File: src/hdl/two_way_lru_cache_controller_unit_assert.svh
// Assertion macros shared by the cache controller modules
`ifndef TWO_WAY_LRU_CACHE_CONTROLLER_UNIT_ASSERT_SVH
`define TWO_WAY_LRU_CACHE_CONTROLLER_UNIT_ASSERT_SVH

// Same-cycle implication, disabled while reset is high
`define TWLRU_ASSERT_NOW(label, clk, rst, ante, cons, msg) \
   label: assert property (@(posedge clk) disable iff (rst) (ante) |-> (cons)) \
      else $error(msg);

// Next-cycle implication, disabled while reset is high
`define TWLRU_ASSERT_NEXT(label, clk, rst, ante, cons, msg) \
   label: assert property (@(posedge clk) disable iff (rst) (ante) |=> (cons)) \
      else $error(msg);

`endif

File: src/hdl/twlru_pkg.sv
// Types, constants and helper functions of the two-way LRU cache controller
package twlru_pkg;

   localparam int ADDR_W              = 32;
   localparam int COST_W              = 16;
   localparam int ACCESS_COST_W       = 18;
   localparam int TOTAL_W             = 32;
   localparam int WAY_COUNT           = 2;
   localparam int SET_COUNT_DEFAULT   = 256;
   localparam int BLOCK_BYTES_DEFAULT = 64;

   localparam logic [COST_W-1:0] CACHE_READ_COST_RESET   = 16'd1;
   localparam logic [COST_W-1:0] CACHE_WRITE_COST_RESET  = 16'd1;
   localparam logic [COST_W-1:0] MEMORY_READ_COST_RESET  = 16'd100;
   localparam logic [COST_W-1:0] MEMORY_WRITE_COST_RESET = 16'd50;

   // Configuration register indexes
   typedef enum logic [1:0] {
      CSR_CACHE_READ_COST   = 2'd0,
      CSR_CACHE_WRITE_COST  = 2'd1,
      CSR_MEMORY_READ_COST  = 2'd2,
      CSR_MEMORY_WRITE_COST = 2'd3
   } csr_index_type;

   typedef struct packed {
      logic [ADDR_W-1:0] address;
      logic              kind;
   } req_word_type;

   typedef struct packed {
      logic                     hit;
      logic                     way_used;
      logic [ADDR_W-1:0]        refill_address;
      logic                     writeback_needed;
      logic [ADDR_W-1:0]        victim_address;
      logic [ACCESS_COST_W-1:0] access_cost;
      logic [TOTAL_W-1:0]       elapsed_total;
   } rsp_word_type;

   // Per-set policy bits kept next to the tags
   typedef struct packed {
      logic                 lru;
      logic [WAY_COUNT-1:0] valid;
      logic [WAY_COUNT-1:0] dirty;
   } set_flags_type;

   typedef enum logic [1:0] {
      ST_CLEAR,
      ST_IDLE,
      ST_LOOKUP,
      ST_FINISH
   } ctrl_state_type;

   typedef struct packed {
      logic clear;
      logic capture;
      logic decide;
      logic finish;
   } ctrl_cmd_type;

   typedef struct packed {
      logic clear_last;
   } ctrl_status_type;

   // Elaboration-time floor of log2
   function automatic int floor_log2(input int value);
      int v;
      int n;
      v = value;
      n = 0;
      while (v > 1) begin
         v = v >> 1;
         n = n + 1;
      end
      return n;
   endfunction

endpackage

File: src/hdl/twlru_ctrl.sv
// Sequencer of the cache controller: clearing pass, lookup, update, result handoff
module twlru_ctrl
   import twlru_pkg::*;
(
   input  logic            clock,
   input  logic            reset,
   input  logic            req_valid,
   output logic            req_stall,
   output logic            rsp_valid,
   input  logic            rsp_stall,
   input  ctrl_status_type status,
   output ctrl_cmd_type    cmd
);

`include "two_way_lru_cache_controller_unit_assert.svh"

   ctrl_state_type state_ff;
   ctrl_state_type state_in;
   logic           rsp_valid_ff;
   logic           rsp_valid_in;
   logic           slot_free;

   // State and result-valid registers
   always_ff @(posedge clock) begin
      if (reset) begin
         state_ff     <= ST_CLEAR;
         rsp_valid_ff <= 1'b0;
      end else begin
         state_ff     <= state_in;
         rsp_valid_ff <= rsp_valid_in;
      end
   end

   // Next state and commands
   always_comb begin
      state_in    = state_ff;
      cmd         = '0;
      req_stall   = 1'b1;
      slot_free   = !rsp_valid_ff || !rsp_stall;
      case (state_ff)
         ST_CLEAR: begin
            cmd.clear = 1'b1;
            if (status.clear_last) begin
               state_in = ST_IDLE;
            end
         end
         ST_IDLE: begin
            req_stall = 1'b0;
            if (req_valid) begin
               cmd.capture = 1'b1;
               state_in    = ST_LOOKUP;
            end
         end
         ST_LOOKUP: begin
            cmd.decide = 1'b1;
            state_in   = ST_FINISH;
         end
         ST_FINISH: begin
            if (slot_free) begin
               cmd.finish = 1'b1;
               state_in   = ST_IDLE;
            end
         end
         default: begin
            state_in = ST_CLEAR;
         end
      endcase
      // Hold the word until taken, load a new one when the slot frees
      if (cmd.finish) begin
         rsp_valid_in = 1'b1;
      end else if (rsp_valid_ff && !rsp_stall) begin
         rsp_valid_in = 1'b0;
      end else begin
         rsp_valid_in = rsp_valid_ff;
      end
   end

   assign rsp_valid = rsp_valid_ff;

   `TWLRU_ASSERT_NEXT(a_accept_to_lookup, clock, reset, req_valid && !req_stall,
                      state_ff == ST_LOOKUP, "accepted word did not enter lookup")
   `TWLRU_ASSERT_NEXT(a_lookup_to_finish, clock, reset, state_ff == ST_LOOKUP,
                      state_ff == ST_FINISH, "lookup did not advance to finish")
   `TWLRU_ASSERT_NEXT(a_finish_loads_rsp, clock, reset, cmd.finish,
                      rsp_valid_ff, "finished access left no result word")

endmodule

File: config.mk
export PLATFORM = sky130hd
export DESIGN_NAME = twlru_ctrl
export DESIGN_NICKNAME = d
export VERILOG_FILES = /design/src/hdl/twlru_pkg.sv /design/src/hdl/twlru_ctrl.sv
export VERILOG_INCLUDE_DIRS = /design/src /design/src/hdl
export SDC_FILE = /design/constraint.sdc
export NUM_CORES = 1
export LEC_CHECK = 0
export BUFFER_PORTS_ARGS = -buffer_cell sky130_fd_sc_hd__buf_2
export CAP_MARGIN = 10
export CELL_PAD_IN_SITES_DETAIL_PLACEMENT = 1
export CELL_PAD_IN_SITES_GLOBAL_PLACEMENT = 1
export CORE_AREA = 2 2 39 41
export DETAILED_ROUTE_END_ITERATION = 12
export DIE_AREA = 0 0 41 43
export GPL_ROUTABILITY_DRIVEN = 1
export PLACE_DENSITY = 0.45
export SYNTH_ARGS = -nofsm -noshare
export SYNTH_HDL_FRONTEND = slang
export SYNTH_SLANG_ARGS = --single-unit
File: constraint.sdc
create_clock -name clock -period 1.94 [get_ports clock]
set_clock_uncertainty 0.15 [all_clocks]
set_input_delay 0 -clock clock [delete_from_list [all_inputs] [get_ports clock]]
set_output_delay 0 -clock clock [all_outputs]
set_load 0.1 [all_outputs]
### Word level (Yosys, flattened, before mapping)

Index checks and enable logic that the tools add are counted.

* bits in registers: 3
* output and inout bits: 6
* word-level logic and storage cells: 28

* equal/unequal tests: 6
* muxes and demuxes: 13
* reduce and logical (&&, ||, !) cells: 7

Operators with widths (count)
* $mux W1: 9
* $pmux W2 S4: 1
* $mux W2: 3
* $ne A2 B2 Y1 const B: 3
* $eq A2 B2 Y1 const B: 2
* $reduce_and A3 Y1: 1
* $eq A2 B1 Y1 const B: 1
* $logic_not A1 Y1: 2
* $logic_not A2 Y1: 1
* $reduce_bool A2 Y1: 1
* $logic_and A1 B1 Y1: 1
* $logic_or A1 B1 Y1: 1

### Longest topological paths before layout

Gate-level depths: netlist of run 1.

* depth in word-level cells: 5
* depth in mapped cells: 5

### Worst setup path after synthesis of run 1

OpenSTA, ideal clock, no wires.

* path type: reg2reg
* from: register state_ff[0]
* to: register state_ff[0]
* library setup time: 121 ps
* arrival time: 1932 ps
* path slack: -264 ps
* stages on the path, launching flop included: 6
* buffers on the path: 0
* period minus slack after synthesis: 2204 ps
* cells stage by stage: dfxtp_1 > inv_1 > ha_1 > inv_1 > o221a_4 > mux2_4

* word-level cells in the longest chain between the ends: 3

Ends and longest elaborated chain
* start: declaration: RTL line twlru_ctrl.sv:17 `ctrl_state_type state_ff;`
* start signal: assignment: RTL line twlru_ctrl.sv:29 `state_ff <= state_in;`
* $eq A2 B2 Y1, or another cell as far along: RTL line twlru_ctrl.sv:40 `case (state_ff)`
* $ne A2 B2 Y1 (no line)
* $reduce_and A3 Y1 (no line)

Parallel ways exist; a longest one is shown, timed or not.
A chain may end at the register's enable or synchronous reset.

==> out/summary.txt, run 1 <==
Final #Nets: 49
total die area: 0.00176 mm²
setup slack, reg-to-reg: 400 ps
Mapped Cells: 24
sequential share of the synthesized area: 26.5%
Finished Cell Area: 338 µm²
setup bufs post-CTS: 0
post-synth top area share: 26.5%
Final Max Slew Viols: 0
synth unique cells: 14
layout cells sized above 1: 46.2%
Worst setup EP type: primary output
TritonCTS Sinks: 3
total detailed-routing wirelength: 489 µm
Worst Tran Pin Value: 486 ps
worst min path class: input pin to flop
vias in the first global route: 179
CP Max Fanout: 4
Worst Reg2Reg Path Length in Cells: 4
r2r startpoint: state_ff[1]
Area Growth Syn to Fin: 49.2%
clk root buf: clkbuf_4
number of gates resized after CTS: 0
Max-cap violations: 0
fin util: 24.4%
Final Non-Filler Cells: 55
CTS tree: built
Routed Antenna Nets: 0
area leader, netlist: dfxtp_1
Critical Path Sink: cmd[0]
Final min period: 1590 ps
Mean Syn Cell Area: 9.44 µm²
placed instance count: 49
global route overflow: 0
first-pass GRT wire length: 696 µm
Die H: 43 µm
WS Path Type: flop to primary output
Worst Setup SP: state_ff[1]
worst path arrival time: 1440 ps
area of the core: 0.00138 mm²
busiest grt layer: met2
H-tree levels: 1
clk slew on worst S/H paths: 40 ps
final hold vios: 0
Synth Net Count: 33
Residual DRC: 0
Cell Area, Synth: 226 µm²
Final Cycle Share: 82.2%
CP required: 1790 ps
Inserted Clock Buffers: 3
flops & latches, synth: 3
GRT Total Usage: 6.42%
drt first-iter violations: 0
clk_lat worst skew: 230 ps
RSZ-0062 raised after global routing: no
Fin Setup TNS: 0 ps
Slew Limit Headroom: 67.8%
Reg2Reg Capture Point: rsp_valid
largest net degree at the start of global routing: 6
met3 Use GR: 3.14%
synth warn: 0
Vias/cell: 3.76
Max Freq: 627 MHz
Setup Viol. Count Final: 0
met1 Use GR: 7.37%
standard-cell row count: 14
placed cell area: 292 µm²
I/O Pins: 11
top cells by area, synth: dfxtp_1 27%, ha_1 22%, o221a_4 8.8%
initial antenna violation count: 0
gpl congestion: 0.724
startpoint types: flop
HPWL Detailed: 399 µm
n_diodes: 0
initial core utilization: 16.4%
clk buf depth: 2
# port buffers: 10
TritonRoute pass-1 iters: 1
WL/cell: 8.89 µm
vias: 207
Die W: 41 µm
GR Util met2: 8.13%
outcome: finished, final reports clean
-- metal layers --
layer  part of all wire [%]  routed length, µm  vias up
met5                      0                  0        -
met1                     46                223       95
li1                       -                  -      105
met3                    8.8                 43        0
met4                      0                  0        0
met2                     46                223        7
-- cells in the mapped netlist (all sizes together) --
library cell  number
a21boi             1
a21oi              1
and2               1
buf                1
dfxtp              3
ha                 4
inv                4
mux2               1
mux2i              1
nand2b             2
nand3              1
nor2               3
o221a              1
-- sequential cells by signal (all words and copies together) (netlist names) --
name	flops
rsp_valid	1
state_ff	2
-- layout by cell type, fill, tap and decap left out --
cell / Yosys / final
nor2_1: 3 / 3
a21oi_1: 1 / 1
ha_1: 4 / 3
mux2i_1: 1 / 1
and2_2: 1 / 1
dfxtp_1: 3 / 3
buf_2: 0 / 10
o221a_4: 1 / 1
mux2_4: 1 / 1
a21boi_0: 1 / 1
inv_2: 1 / 1
clkbuf_1: 0 / 1
nand2b_1: 2 / 2
inv_1: 3 / 3
nand3_1: 1 / 1
ha_2: 0 / 1
clkbuf_4: 0 / 3
dlygate4sd3_1: 0 / 2
-- stage by stage --
stage | setup WS, ps | hold slack, ps
2_1_floorplan | 51.6 | -77.6
3_3_place_gp | 449 | 78.0
3_5_place_dp | 428 | 82.5
4_1_cts | 326 | 23.5
5_1_grt | 265 | 24.9
6_report | 345 | 24.5
-- critical path, cell delays in order, from the launching register on --
cell	delay (ps)
dfxtp_1	390
ha_1	210
a21boi_0	170
buf_2	450
-- how the worst min path moves through the flow --
stage	from	end	slack [ps]	cells past startpoint
3_5_place_dp	reset	rsp_valid	80	2
5_1_grt	status	state_ff[1]	20	3
3_3_place_gp	reset	rsp_valid	80	2
2_1_floorplan	reset	rsp_valid	-80	1
4_1_cts	status	state_ff[1]	20	3
6_report	status	state_ff[1]	20	3
-- logic make-up after synthesis --
| family | synth area share [%] |
|---|---|
| adder cells (fa/ha/maj) | 22.1 |
| flip-flops | 26.5 |
| buffers and inverters | 9.94 |
| AND/OR/NAND/NOR | 16.0 |
| AO/OA/AOI/OAI | 14.4 |
| multiplexers | 11.0 |
-- repair_timing --
action	4_1_cts	5_1_grt
endpoints found under the hold margin	2	0
hold buffers	2	0
endpoints found under the setup margin	0	0
-- final cells by class --
cell class              instances  area, µm²
flip-flops and latches          3       60.1
clock buffers                   4       26.3
repair buffers                 12       70.1
well taps                      16       20.0
fillers                       180       1050
multi-input cells              16        146
inverters                       4       15.0
Power of run 1 is left out: the tool's default activity adds up to more than one toggle a clock period on the data nets, which glitch-free logic cannot reach.
==> run 2: changes to the inputs <==
==> constraint.sdc (replaced) <==
create_clock -name clock -period 1.6 [get_ports clock]
set_clock_uncertainty 0.15 [all_clocks]
set_input_delay 0 -clock clock [delete_from_list [all_inputs] [get_ports clock]]
set_output_delay 0 -clock clock [all_outputs]
set_load 0.1 [all_outputs]
==> run 2 against run 1 <==
  * Register-to-register slack got worse by 330 ps
  * Clock-buffer cell count did not move
  * Non-clock buffer count did not move
  * Critical endpoint is now rsp_valid
==> out/summary.txt, run 2 (same netlist as run 1, synthesis figures left out) <==
placed cell area: 354 µm² (was 292 µm²)
initial core utilization: 16.4% (unchanged)
Max-cap violations: 0 (unchanged)
Fin Setup TNS: 0 ps (unchanged)
WL/cell: 9.98 µm (was 8.89 µm)
hold path endpoint: state_ff[1] (unchanged)
# port buffers: 10 (unchanged)
area of the core: 0.00138 mm² (unchanged)
WS Path Type: flop to flop (was flop to primary output)
Die H: 43 µm (unchanged)
global route overflow: 0 (unchanged)
CP cell instances: ha_2, a21oi_1, nor2_1, dlygate4sd3_1 (was ha_1, a21boi_0, buf_2)
I/O Pins: 11 (unchanged)
clk buf depth: 2 (unchanged)
slowest stage cell, crit path: dlygate4sd3_1 (was buf_2)
Residual DRC: 0 (unchanged)
Routed Antenna Nets: 0 (unchanged)
TritonRoute pass-1 iters: 2 (was 1)
Reg2Reg Capture Point: rsp_valid (unchanged)
GRT Total Usage: 8.03% (was 6.42%)
Largest Register: state_ff (unchanged)
HPWL Detailed: 443 µm (was 399 µm)
most frequent cells in the layout: 7 x buf_2, 3 x inv_2, 3 x nor2_1, 3 x clkbuf_4, 3 x buf_12
H-tree levels: 1 (unchanged)
gpl congestion: 0.791 (was 0.724)
initial antenna violation count: 0 (unchanged)
CP Max Fanout: 3 (was 4)
total detailed-routing wirelength: 549 µm (was 489 µm)
first-pass GRT wire length: 862 µm (was 696 µm)
standard-cell row count: 14 (unchanged)
layout filler cell count: 166 (was 180)
Final Cycle Share: 95.5%
outcome: finished, final reports clean (unchanged)
Final #Nets: 49 (unchanged)
most common cell after layout, fill and taps aside: buf_2 (unchanged)
CTS tree: built (unchanged)
largest stage delay on the critical path: 540 ps (was 450 ps)
hold depth: 3 (unchanged)
CP required: 1570 ps (was 1790 ps)
Register Area: 62.6 µm² (was 60.1 µm²)
worst path arrival time: 1500 ps (was 1440 ps)
Worst Reg2Reg Path Length in Cells: 4 (unchanged)
Max Freq: 655 MHz
Final min period: 1530 ps
Worst setup EP type: flop (was primary output)
largest net degree at the start of global routing: 6 (unchanged)
Setup Viol. Count Final: 0 (unchanged)
clk_lat worst skew: 240 ps (was 230 ps)
n_diodes: 0 (unchanged)
r2r startpoint: state_ff[0] (was state_ff[1])
clk root buf: clkbuf_4 (unchanged)
Vias/cell: 3.84 (was 3.76)
Largest register FFs: 2 (unchanged)
Die W: 41 µm (unchanged)
vias: 211 (was 207)
worst min path class: input pin to flop (unchanged)
setup slack, reg-to-reg: 70 ps (was 400 ps)
total die area: 0.00176 mm² (unchanged)
Final Max Slew Viols: 0 (unchanged)
hold_sp: status (unchanged)
Multi-input gate area: 159 µm² (was 146 µm²)
Slew Limit Headroom: 67.9% (was 67.8%)
Worst Tran Pin Value: 486 ps (about the same)
Finished Cell Area: 403 µm² (was 338 µm²)
final hold vios: 0 (unchanged)
startpoint types: flop (unchanged)
clk slew on worst S/H paths: 40 ps (about the same)
Inserted Clock Buffers: 3 (unchanged)
TritonCTS Sinks: 3 (unchanged)
RSZ-0062 raised after global routing: no (unchanged)
drt first-iter violations: 1 (was 0)
vias in the first global route: 212 (was 179)
layout cells sized above 1: 61.5% (was 46.2%)
fin util: 29.1% (was 24.4%)
Area Growth Syn to Fin: 77.9% (was 49.2%)
-- run 2: how the worst max path moves through the flow --
stage               slack [ps]          end         from
floorplan                    5  state_ff[0]  state_ff[1]
global placement           100  state_ff[0]  state_ff[0]
detailed placement          90  state_ff[0]  state_ff[1]
CTS                         30       cmd[0]  state_ff[0]
global route                 7    rsp_valid  state_ff[0]
finish                      70    rsp_valid  state_ff[0]
-- run 2: what timing repair did --
item / 4_1_cts / 5_1_grt
hold buffers: 2 / 0
buffers inserted: 0 / 0
hold endpoints to repair: 2 / 0
gates resized for setup: 0 / 2
setup endpoints to repair: 0 / 2
-- run 2: cell type report --
cell class	count	share of cell area (%)
Clock buffer	4	6.52
Inverter	4	4.97
Sequential cell	3	15.5
Tap cell	16	4.97
Timing Repair Buffer	12	28.6
Multi-Input combinational cell	16	39.4
-- run 2: stage by stage --
| stage | std cells | hold WS (ps) | worst slack, ps |
|---|---|---|---|
| floorplan | 24 | -85.0 | 4.62 |
| global placement | 49 | 67.6 | 101 |
| detailed placement | 49 | 74.9 | 89.4 |
| CTS | 55 | 18.8 | 31.4 |
| global route | 55 | 27.0 | 6.64 |
| finish | 55 | 19.7 | 72.3 |
-- run 2: critical path, delay by kind of cell (launching register included) --
| kind | cells | cell delay [ps] |
|---|---|---|
| buffers and inverters | 1 | 540 |
| adder cells (fa/ha/maj) | 1 | 210 |
| AO/OA/AOI/OAI | 1 | 120 |
| AND/OR/NAND/NOR | 1 | 50 |
| flip-flops | 1 | 340 |
-- run 2: per-layer routing --
| metal | part of all wire (%) | vias to the layer above | track usage, % |
|---|---|---|---|
| met1 | 40 | 95 | 8.04 |
| met5 | 0 | - | 0 |
| li1 | - | 106 | - |
| met3 | 13 | 0 | 7.85 |
| met2 | 47 | 10 | 10.6 |
| met4 | 0 | 0 | 4.00 |
Power of run 2 is left out for the same reason.
